==> src/spq_pkg.sv <==
// spq_pkg: shared types, widths and codes for the sorted priority queue
// no dependencies; imported by spq_ctrl, spq_datapath and the top level
`default_nettype none

package spq_pkg;

    localparam int DEFAULT_QUEUE_DEPTH = 16;
    localparam int DATA_W = 32;
    localparam int PRIO_W = 32;
    localparam int OCC_W  = 5;
    localparam int ERR_W  = 2;

    localparam logic OP_PUSH = 1'b0;
    localparam logic OP_POP  = 1'b1;

    localparam logic [ERR_W-1:0] ERR_OK    = 2'd0;
    localparam logic [ERR_W-1:0] ERR_FULL  = 2'd1;
    localparam logic [ERR_W-1:0] ERR_EMPTY = 2'd2;

    typedef struct packed {
        logic             load_req;
        logic             load_out;
        logic             push;
        logic             pop;
        logic [ERR_W-1:0] err;
    } spq_cmd_t;

    typedef struct packed {
        logic op;
        logic full;
        logic empty;
    } spq_status_t;

endpackage

`default_nettype wire

==> src/spq_ctrl.sv <==
// spq_ctrl: request sequencing, output handshake and error decisions
// depends on spq_pkg; drives commands into spq_datapath
`default_nettype none

module spq_ctrl
    import spq_pkg::*;
(
    input  wire logic        clk,
    input  wire logic        rst_n,
    input  wire logic        in_valid,
    output logic             in_stall,
    output logic             out_valid,
    input  wire logic        out_stall,
    input  wire spq_status_t status,
    output spq_cmd_t         cmd
);

    typedef enum logic {
        ST_IDLE,
        ST_EXEC
    } state_t;

    state_t state_reg;
    state_t state_next;
    logic   out_valid_reg;
    logic   out_valid_next;
    logic   out_free;

    assign out_free  = !out_valid_reg || !out_stall;
    assign in_stall  = (state_reg != ST_IDLE);
    assign out_valid = out_valid_reg;

    always_comb
    begin
        cmd          = '0;
        cmd.err      = ERR_OK;
        cmd.load_req = (state_reg == ST_IDLE) && in_valid;
        cmd.load_out = (state_reg == ST_EXEC) && out_free;
        if (cmd.load_out)
        begin
            if (status.op == OP_PUSH)
            begin
                cmd.push = !status.full;
                cmd.err  = status.full ? ERR_FULL : ERR_OK;
            end
            else
            begin
                cmd.pop = !status.empty;
                cmd.err = status.empty ? ERR_EMPTY : ERR_OK;
            end
        end
    end

    always_comb
    begin
        state_next     = state_reg;
        out_valid_next = out_valid_reg && out_stall;
        case (state_reg)
            ST_IDLE:
            begin
                if (in_valid)
                    state_next = ST_EXEC;
            end
            ST_EXEC:
            begin
                if (out_free)
                begin
                    state_next     = ST_IDLE;
                    out_valid_next = 1'b1;
                end
            end
            default:
            begin
                state_next = ST_IDLE;
            end
        endcase
    end

    always_ff @(posedge clk or negedge rst_n)
    begin
        if (!rst_n)
        begin
            state_reg     <= ST_IDLE;
            out_valid_reg <= 1'b0;
        end
        else
        begin
            state_reg     <= state_next;
            out_valid_reg <= out_valid_next;
        end
    end

`ifndef ASSERT_OFF
    a_push_pop_exclusive: assert property (@(posedge clk) disable iff (!rst_n)
        !(cmd.push && cmd.pop))
        else $error("push and pop issued together");

    a_result_valid: assert property (@(posedge clk) disable iff (!rst_n)
        cmd.load_out |=> out_valid)
        else $error("result loaded but not presented");

    a_busy_after_request: assert property (@(posedge clk) disable iff (!rst_n)
        (in_valid && !in_stall) |=> (in_stall && !cmd.load_req))
        else $error("new request taken while one is in flight");
`endif

endmodule

`default_nettype wire

==> src/spq_datapath.sv <==
// spq_datapath: row of sorted entry cells with parallel compare-and-shift
// depends on spq_pkg; commanded by spq_ctrl
`default_nettype none

module spq_datapath
    import spq_pkg::*;
#(
    parameter int QUEUE_DEPTH = DEFAULT_QUEUE_DEPTH
)
(
    input  wire logic               clk,
    input  wire logic               rst_n,
    input  wire spq_cmd_t           cmd,
    output spq_status_t             status,
    input  wire logic               op,
    input  wire logic [DATA_W-1:0]  item_data,
    input  wire logic [PRIO_W-1:0]  item_priority,
    output logic                    popped_valid,
    output logic [DATA_W-1:0]       popped_data,
    output logic [PRIO_W-1:0]       popped_priority,
    output logic [DATA_W-1:0]       head_data,
    output logic [PRIO_W-1:0]       head_priority,
    output logic [DATA_W-1:0]       tail_data,
    output logic [PRIO_W-1:0]       tail_priority,
    output logic [OCC_W-1:0]        occupancy,
    output logic                    is_empty,
    output logic [ERR_W-1:0]        error_code
);

    localparam int CNT_W = $clog2(QUEUE_DEPTH + 1);

    logic              req_op_reg;
    logic [DATA_W-1:0] req_data_reg;
    logic [PRIO_W-1:0] req_prio_reg;

    logic [DATA_W-1:0] data_reg  [QUEUE_DEPTH];
    logic [PRIO_W-1:0] prio_reg  [QUEUE_DEPTH];
    logic [DATA_W-1:0] data_next [QUEUE_DEPTH];
    logic [PRIO_W-1:0] prio_next [QUEUE_DEPTH];
    logic [DATA_W-1:0] up_data   [QUEUE_DEPTH];
    logic [PRIO_W-1:0] up_prio   [QUEUE_DEPTH];
    logic [DATA_W-1:0] dn_data   [QUEUE_DEPTH];
    logic [PRIO_W-1:0] dn_prio   [QUEUE_DEPTH];

    logic [QUEUE_DEPTH-1:0] valid_reg;
    logic [QUEUE_DEPTH-1:0] valid_next;
    logic [QUEUE_DEPTH-1:0] gt;
    logic [QUEUE_DEPTH-1:0] prev_gt;
    logic [CNT_W-1:0]       count_reg;
    logic [CNT_W-1:0]       count_next;
    logic [DATA_W-1:0]      tail_data_reg;
    logic [PRIO_W-1:0]      tail_prio_reg;
    logic [DATA_W-1:0]      tail_data_next;
    logic [PRIO_W-1:0]      tail_prio_next;
    logic                   ins_at_end;
    logic                   empty_next;
    logic [CNT_W+OCC_W-1:0] occ_wide;

    assign status.op    = req_op_reg;
    assign status.full  = valid_reg[QUEUE_DEPTH-1];
    assign status.empty = !valid_reg[0];

    // cells holding a strictly higher priority stay put on a push
    assign prev_gt    = {gt[QUEUE_DEPTH-2:0], 1'b1};
    assign ins_at_end = ~|(valid_reg & ~gt);

    for (genvar i = 0; i < QUEUE_DEPTH; i++)
    begin : g_cell
        assign gt[i] = valid_reg[i] && (prio_reg[i] > req_prio_reg);

        if (i == 0)
        begin : g_first
            assign up_data[i] = req_data_reg;
            assign up_prio[i] = req_prio_reg;
        end
        else
        begin : g_up
            assign up_data[i] = data_reg[i-1];
            assign up_prio[i] = prio_reg[i-1];
        end

        if (i == QUEUE_DEPTH - 1)
        begin : g_last
            assign dn_data[i] = data_reg[i];
            assign dn_prio[i] = prio_reg[i];
        end
        else
        begin : g_dn
            assign dn_data[i] = data_reg[i+1];
            assign dn_prio[i] = prio_reg[i+1];
        end

        always_comb
        begin
            data_next[i] = data_reg[i];
            prio_next[i] = prio_reg[i];
            if (cmd.push && !gt[i])
            begin
                if (prev_gt[i])
                begin
                    data_next[i] = req_data_reg;
                    prio_next[i] = req_prio_reg;
                end
                else
                begin
                    data_next[i] = up_data[i];
                    prio_next[i] = up_prio[i];
                end
            end
            else if (cmd.pop)
            begin
                data_next[i] = dn_data[i];
                prio_next[i] = dn_prio[i];
            end
        end

        always_ff @(posedge clk)
        begin
            if (cmd.push || cmd.pop)
            begin
                data_reg[i] <= data_next[i];
                prio_reg[i] <= prio_next[i];
            end
        end
    end

    always_comb
    begin
        valid_next     = valid_reg;
        count_next     = count_reg;
        tail_data_next = tail_data_reg;
        tail_prio_next = tail_prio_reg;
        empty_next     = !valid_reg[0];
        if (cmd.push)
        begin
            valid_next = {valid_reg[QUEUE_DEPTH-2:0], 1'b1};
            count_next = count_reg + CNT_W'(1);
            empty_next = 1'b0;
            if (ins_at_end)
            begin
                tail_data_next = req_data_reg;
                tail_prio_next = req_prio_reg;
            end
        end
        else if (cmd.pop)
        begin
            valid_next = {1'b0, valid_reg[QUEUE_DEPTH-1:1]};
            count_next = count_reg - CNT_W'(1);
            empty_next = !valid_reg[1];
        end
    end

    assign occ_wide = {{OCC_W{1'b0}}, count_next};

    always_ff @(posedge clk or negedge rst_n)
    begin
        if (!rst_n)
        begin
            valid_reg <= '0;
            count_reg <= '0;
        end
        else
        begin
            valid_reg <= valid_next;
            count_reg <= count_next;
        end
    end

    always_ff @(posedge clk)
    begin
        if (cmd.load_req)
        begin
            req_op_reg   <= op;
            req_data_reg <= item_data;
            req_prio_reg <= item_priority;
        end
        tail_data_reg <= tail_data_next;
        tail_prio_reg <= tail_prio_next;
        if (cmd.load_out)
        begin
            popped_valid    <= cmd.pop;
            popped_data     <= cmd.pop ? data_reg[0] : '0;
            popped_priority <= cmd.pop ? prio_reg[0] : '0;
            head_data       <= empty_next ? '0 : data_next[0];
            head_priority   <= empty_next ? '0 : prio_next[0];
            tail_data       <= empty_next ? '0 : tail_data_next;
            tail_priority   <= empty_next ? '0 : tail_prio_next;
            occupancy       <= occ_wide[OCC_W-1:0];
            is_empty        <= empty_next;
            error_code      <= cmd.err;
        end
    end

`ifndef ASSERT_OFF
    a_count_matches_valid: assert property (@(posedge clk) disable iff (!rst_n)
        count_reg == CNT_W'($countones(valid_reg)))
        else $error("entry count out of step with valid cells");

    a_sorted_head: assert property (@(posedge clk) disable iff (!rst_n)
        valid_reg[1] |-> (prio_reg[0] >= prio_reg[1]))
        else $error("head pair out of priority order");

    a_push_grows: assert property (@(posedge clk) disable iff (!rst_n)
        cmd.push |=> (count_reg == $past(count_reg) + CNT_W'(1)) && valid_reg[0])
        else $error("push did not add an entry");
`endif

endmodule

`default_nettype wire

==> src/sorted_priority_queue_core.sv <==
// sorted_priority_queue_core: bounded priority queue kept sorted by descending priority
// the request is captured first, then the compare/shift result is loaded into the output register once it is free
// in_stall holds off a new request until the capture-then-compare/shift sequence of the last one is done
// the output register lets the result wait while the queue is idle; a stalled result holds
// reset (rst_n, async, active low) empties the queue at once
// depends on spq_pkg, spq_ctrl, spq_datapath
`default_nettype none

module sorted_priority_queue_core
    import spq_pkg::*;
#(
    parameter int QUEUE_DEPTH = DEFAULT_QUEUE_DEPTH
)
(
    input  wire logic              clk,
    input  wire logic              rst_n,
    input  wire logic              in_valid,
    output logic                   in_stall,
    input  wire logic              op,
    input  wire logic [DATA_W-1:0] item_data,
    input  wire logic [PRIO_W-1:0] item_priority,
    output logic                   out_valid,
    input  wire logic              out_stall,
    output logic                   popped_valid,
    output logic [DATA_W-1:0]      popped_data,
    output logic [PRIO_W-1:0]      popped_priority,
    output logic [DATA_W-1:0]      head_data,
    output logic [PRIO_W-1:0]      head_priority,
    output logic [DATA_W-1:0]      tail_data,
    output logic [PRIO_W-1:0]      tail_priority,
    output logic [OCC_W-1:0]       occupancy,
    output logic                   is_empty,
    output logic [ERR_W-1:0]       error_code
);

    spq_cmd_t    cmd;
    spq_status_t status;

    spq_ctrl u_ctrl (
        .clk       (clk),
        .rst_n     (rst_n),
        .in_valid  (in_valid),
        .in_stall  (in_stall),
        .out_valid (out_valid),
        .out_stall (out_stall),
        .status    (status),
        .cmd       (cmd)
    );

    spq_datapath #(
        .QUEUE_DEPTH (QUEUE_DEPTH)
    ) u_datapath (
        .clk             (clk),
        .rst_n           (rst_n),
        .cmd             (cmd),
        .status          (status),
        .op              (op),
        .item_data       (item_data),
        .item_priority   (item_priority),
        .popped_valid    (popped_valid),
        .popped_data     (popped_data),
        .popped_priority (popped_priority),
        .head_data       (head_data),
        .head_priority   (head_priority),
        .tail_data       (tail_data),
        .tail_priority   (tail_priority),
        .occupancy       (occupancy),
        .is_empty        (is_empty),
        .error_code      (error_code)
    );

endmodule

`default_nettype wire

==> config.mk <==
export PLATFORM = sky130hd
export DESIGN_NAME = sorted_priority_queue_core
export DESIGN_NICKNAME = d
export VERILOG_FILES = /design/src/spq_pkg.sv /design/src/spq_ctrl.sv /design/src/spq_datapath.sv /design/src/sorted_priority_queue_core.sv
export SDC_FILE = /design/constraint.sdc
export NUM_CORES = 2
export LEC_CHECK = 0
export ABC_AREA = 1
export BUFFER_PORTS_ARGS = -buffer_cell sky130_fd_sc_hd__buf_2
export CORE_MARGIN = 4
export CORE_UTILIZATION = 60
export DETAILED_ROUTE_END_ITERATION = 6
export GPL_ROUTABILITY_DRIVEN = 0
export PLACE_DENSITY = 0.75
export SYNTH_ARGS = -nofsm -noshare
export SYNTH_HDL_FRONTEND = slang
export SYNTH_SLANG_ARGS = --single-unit
==> constraint.sdc <==
create_clock -name clk -period 15.85 [get_ports clk]
set_clock_uncertainty 0.15 [all_clocks]
set_input_delay 0.7925 -clock clk [delete_from_list [all_inputs] [get_ports clk]]
set_output_delay 0.7925 -clock clk [all_outputs]
set_load 0.02 [all_outputs]
# == Word-level counts from Yosys, hierarchy flattened ==
# Memories as Yosys holds them, arrays and structs flattened.
# Cells that the tools add are included.
# classes
n_addsub,2
n_lt_le_gt_ge,16
muxes,115
bitwise,3
reduce_logical,60
# ops
operator,count
$mux W32,96
$gt A32 B32 Y1,16
$logic_and A1 B1 Y1,35
$mux W16,2
$logic_not A1 Y1,21
$and A16 B16 Y16,1
$not A16 Y16,1
$reduce_or A16 Y1,1
$mux W1,11
$mux W5,2
$add A5 B1 Y5 const B,1
$sub A5 B1 Y5 const B,1
$mux W2,2
$mux W4,1
$logic_or A1 B1 Y1,2
$pmux W1 S2,1
$reduce_bool A2 Y1,1
$not A1 Y1,1
# totals
regBits,353
ramBits,1024
output_inout_bits,203
n_memories,2
# memory_table
name,depth,width,read_ports,rd_ports_with_merged_regs,write_ports,line,rtl
u_datapath.data_reg,16,32,16,0,16,spq_datapath.sv:36,logic [DATA_W-1:0] data_reg [QUEUE_DEPTH];
u_datapath.prio_reg,16,32,16,0,16,spq_datapath.sv:37,logic [PRIO_W-1:0] prio_reg [QUEUE_DEPTH];

# == Longest topological paths before layout ==
# An unclocked memory read counts as a cell.
# logic_depth
depth_word,8
depth_mapped,24
ltp_nobuf,23

# == By module ==
# A second synthesis with hierarchy kept.
# unflattened
cells_unflattened,8335
hier_area_um2,76857.5
# by_module_without_submodules
mod,n_inst,cells_per_inst,area_each_um2
spq_datapath,1,8313,76726.1
spq_ctrl,1,22,131.4

# == Worst setup path after synthesis ==
# No wires, ideal clock.
# synth_timing
kind,input port to flip-flop
from,input port out_stall
to,"register u_datapath.error_code[0], enable pin"
setup_ns,0.553
t_arrival_ns,4.895
setup_slack_ns,10.252
cell_stages,3
path_buffers,0
path_cell_list,nand2_1 > nand2_1 > inv_1
# synth_lines
item,line,rtl
from (decl),sorted_priority_queue_core.sv:23,"input wire logic out_stall,"
to (signal assigned),spq_datapath.sv:190,error_code <= cmd.err;
to (decl),spq_datapath.sv:27,output logic [ERR_W-1:0] error_code

==> results_dict.tcl <==
set metrics [dict create \
    status "finished clean" \
    maxSlewHeadroom_pct 12.96 \
    insertion_delay_ns 0.82 \
    vdd_drop_max_v 0.0001437 \
    dp_hpwl_um 159600 \
    grt_max_degree 151 \
    vias 64560 \
    setup_tns_ns 0 \
    synthArstFlopShare_pct 1.670 \
    cts_hold_buf 39 \
    power_density_nw_per_um2 216.8 \
    synth_top_family_by_area "compound AO/OA/AOI/OAI gates" \
    critPathKind "reg -> reg" \
    synth.mux.area_fraction_pct 0 \
    placed_area_um2 78020 \
    critPathCapture "u_datapath.data_reg[10][25]$_DFFE_PP_" \
    yosys_warnings 0 \
    synthSimpleGateAreaFrac_pct 10.98 \
    dp.cells 9796 \
    crit_required_ns 16.24 \
    r2r_slack_ns 9.23 \
    fin_hold_ws_ns 0.03397 \
    dieArea_um2 132400 \
    path_max_fanout 100 \
    synthFlopType "edfxtp_1" \
    avgSynthCellArea_um2 9.131 \
    drive_gt1_share_pct 8.251 \
    grt_usage_pct 35.35 \
    post_cts_buffers 0 \
    drt-wirelength-per-cell_um 23.70 \
    fin_crit_sh_pct 41.77 \
    cts-resized-gates 0 \
    cp-end-kind "flip-flop" \
    ant_nets 0 \
    synth-seq-cells 1377 \
    syn_to_final_growth_pct 9.677 \
    grt_overflow 0 \
    finalCriticalPeriod_ns 6.621 \
    fin_nets 8920 \
    syn_area_um2 75970 \
    r2r_start "u_datapath.req_prio_reg[28]$_DFFE_PP_" \
    fmax_mhz 151.0 \
    fp.dieW_um 363.8 \
    core_um2 125700 \
    grt_pass1_vias 61370 \
    clockBufferDepth 3 \
    cts_root_buf "clkbuf_16" \
    cts_buffers 150 \
    syn-num-nets 8903 \
    crit_start "u_datapath.req_prio_reg[28]$_DFFE_PP_" \
    tightest_slew_ns 1.292 \
    dpl_worst_slack_ns 9.619 \
    reg2reg_depth 13 \
    htree_levels 4 \
    syn-instance-count 8320 \
    cp_data_arrival_time_ns 7.01 \
    wl_um 239600 \
    leakagePower_nw 34.13 \
    yosysSeqAreaShare_pct 53.43 \
    final_core_util_pct 66.27 \
    grt_pass1_wl_um 361800 \
    rows 130 \
    post_layout_nonfiller_instances 10110 \
    path_clk_slew_ns 0.06 \
    rr_endpoint "u_datapath.data_reg[10][25]$_DFFE_PP_" \
    rsz0062_at_grt "false" \
    hold_class "in -> reg" \
    worstSetupStartpointType "flip-flop" \
    hold_viol 0 \
    cts_tree "done" \
    yosysUniqueCellTypes 44 \
    first_iter_violations 10610 \
    maxCapViolCount 0 \
    synth-xor-area-share_pct 0.04611 \
    pin_count 272 \
    dr.pass1.iters 7 \
    design_area_um2 83320 \
    drc 0 \
    cts.sinks 1377 \
    vias_per_cell 6.384 \
    synth-compound-area-share_pct 19.64 \
    synth-edff-count 1290 \
    start_util_pct 60.42 \
    maxSlewViolCount 0 \
    setup_viol 0 \
    synthAdderAreaFrac_pct 8.465 \
    setup_ws_ns 9.229 \
    antenna_found_initial 4 \
    io_buffers 271 \
    power_mw 18.07 \
    die_h_um 363.8 \
]
[worst max-delay path: stages (launching register included)]
cell,delay (ns)
edfxtp_1,0.82
inv_1,0.65
ha_1,0.49
nand2_1,0.05
nor2_1,0.25
nand4_1,0.29
nor4_1,0.76
nand4_1,0.46
nand3_4,0.24
buf_4,0.83
buf_4,0.81
a21oi_1,0.14
o21ai_0,0.24
nand2_1,0.09
[routing by layer]
| layer | wire [um] | global-route usage, % | part of all wire [%] | vias to the layer above |
|---|---|---|---|---|
| li1 | - | - | - | 28970 |
| met1 | 93300 | 49.91 | 39 | 30040 |
| met2 | 101900 | 52.33 | 43 | 4903 |
| met3 | 35520 | 9.863 | 15 | 644 |
| met4 | 8936 | 13.33 | 3.7 | 0 |
| met5 | 0 | 0.1816 | 0 | - |
[area by class of cell]
type                    count  area [um2]
well taps                1650        2064
flip-flops and latches   1377       40590
inverters                 896        3390
clock inverters            84       887.1
diodes                      2       5.005
repair buffers            401        2455
clock buffers             191        4019
fillers                  9747       42410
multi-input cells        5511       29910
[layout by cell type (no fill, tap or decap), types with 4 or more instances in the layout]
cell type / instances
a21o_1: 6
a21oi_1: 1400
buf_2: 271
buf_4: 89
bufinv_16: 14
clkbuf_1: 31
clkbuf_16: 151
clkbuf_8: 9
clkinv_1: 30
clkinv_2: 38
clkinvlp_4: 4
dfrtp_1: 23
dfxtp_1: 64
dlygate4sd3_1: 39
edfxtp_1: 1290
ha_1: 514
inv_1: 871
inv_16: 6
inv_2: 6
inv_6: 7
nand2_1: 1337
nand2_2: 59
nand2_4: 8
nand3_1: 24
nand4_1: 48
nor2_1: 564
nor2_2: 6
nor2_4: 7
nor3_1: 17
nor3b_2: 6
nor4_1: 6
o211ai_1: 69
o21a_1: 35
o21ai_0: 1188
o21ai_1: 107
o21bai_1: 5
o221ai_1: 14
o22ai_1: 64
xor2_1: 4
[synth_stat cells, drive strengths merged (48+ instances only)]
| library cell | instances | area (um2) |
|---|---|---|
| dfxtp | 64 | 1281 |
| o21ai | 1295 | 6481 |
| nand2 | 1404 | 5373 |
| inv | 892 | 3348 |
| clkbuf | 342 | 1284 |
| nand4 | 48 | 300.3 |
| o211ai | 69 | 518.0 |
| ha | 514 | 6431 |
| edfxtp | 1290 | 38740 |
| nor2 | 578 | 2223 |
| a21oi | 1400 | 7007 |
| buf | 194 | 1003 |
| o22ai | 64 | 400.4 |
[cells by family after synthesis]
kind of cell | Yosys count
adder cells (fa/ha/maj) | 514
XOR/XNOR | 4
flip-flops | 1377
AND/OR/NAND/NOR | 2099
AO/OA/AOI/OAI | 2894
buffers and inverters | 1432
[worst min-delay path by stage]
stage                                      start  slack (ns)                                   end  depth (start not counted)
5_1_grt                             item_data[9]        0.02  u_datapath.req_data_reg[9]$_DFFE_PP_                          1
4_1_cts                             item_data[9]       0.002  u_datapath.req_data_reg[9]$_DFFE_PP_                          1
2_1_floorplan  u_datapath.count_reg[4]$_DFF_PN0_        0.28     u_datapath.count_reg[4]$_DFF_PN0_                          1
6_report                            item_data[9]        0.03  u_datapath.req_data_reg[9]$_DFFE_PP_                          1
3_5_place_dp   u_datapath.count_reg[4]$_DFF_PN0_        0.31     u_datapath.count_reg[4]$_DFF_PN0_                          1
3_3_place_gp   u_datapath.count_reg[4]$_DFF_PN0_        0.30     u_datapath.count_reg[4]$_DFF_PN0_                          1
[where the power goes]
group          total [mW]  internal, mW  switching, mW
logic                7.17          1.97           5.20
clock network        3.57          2.04           1.53
registers            7.33          6.38          0.955
total                18.1          10.4           7.69
Note: power is estimated with default switching activity, not from simulation.
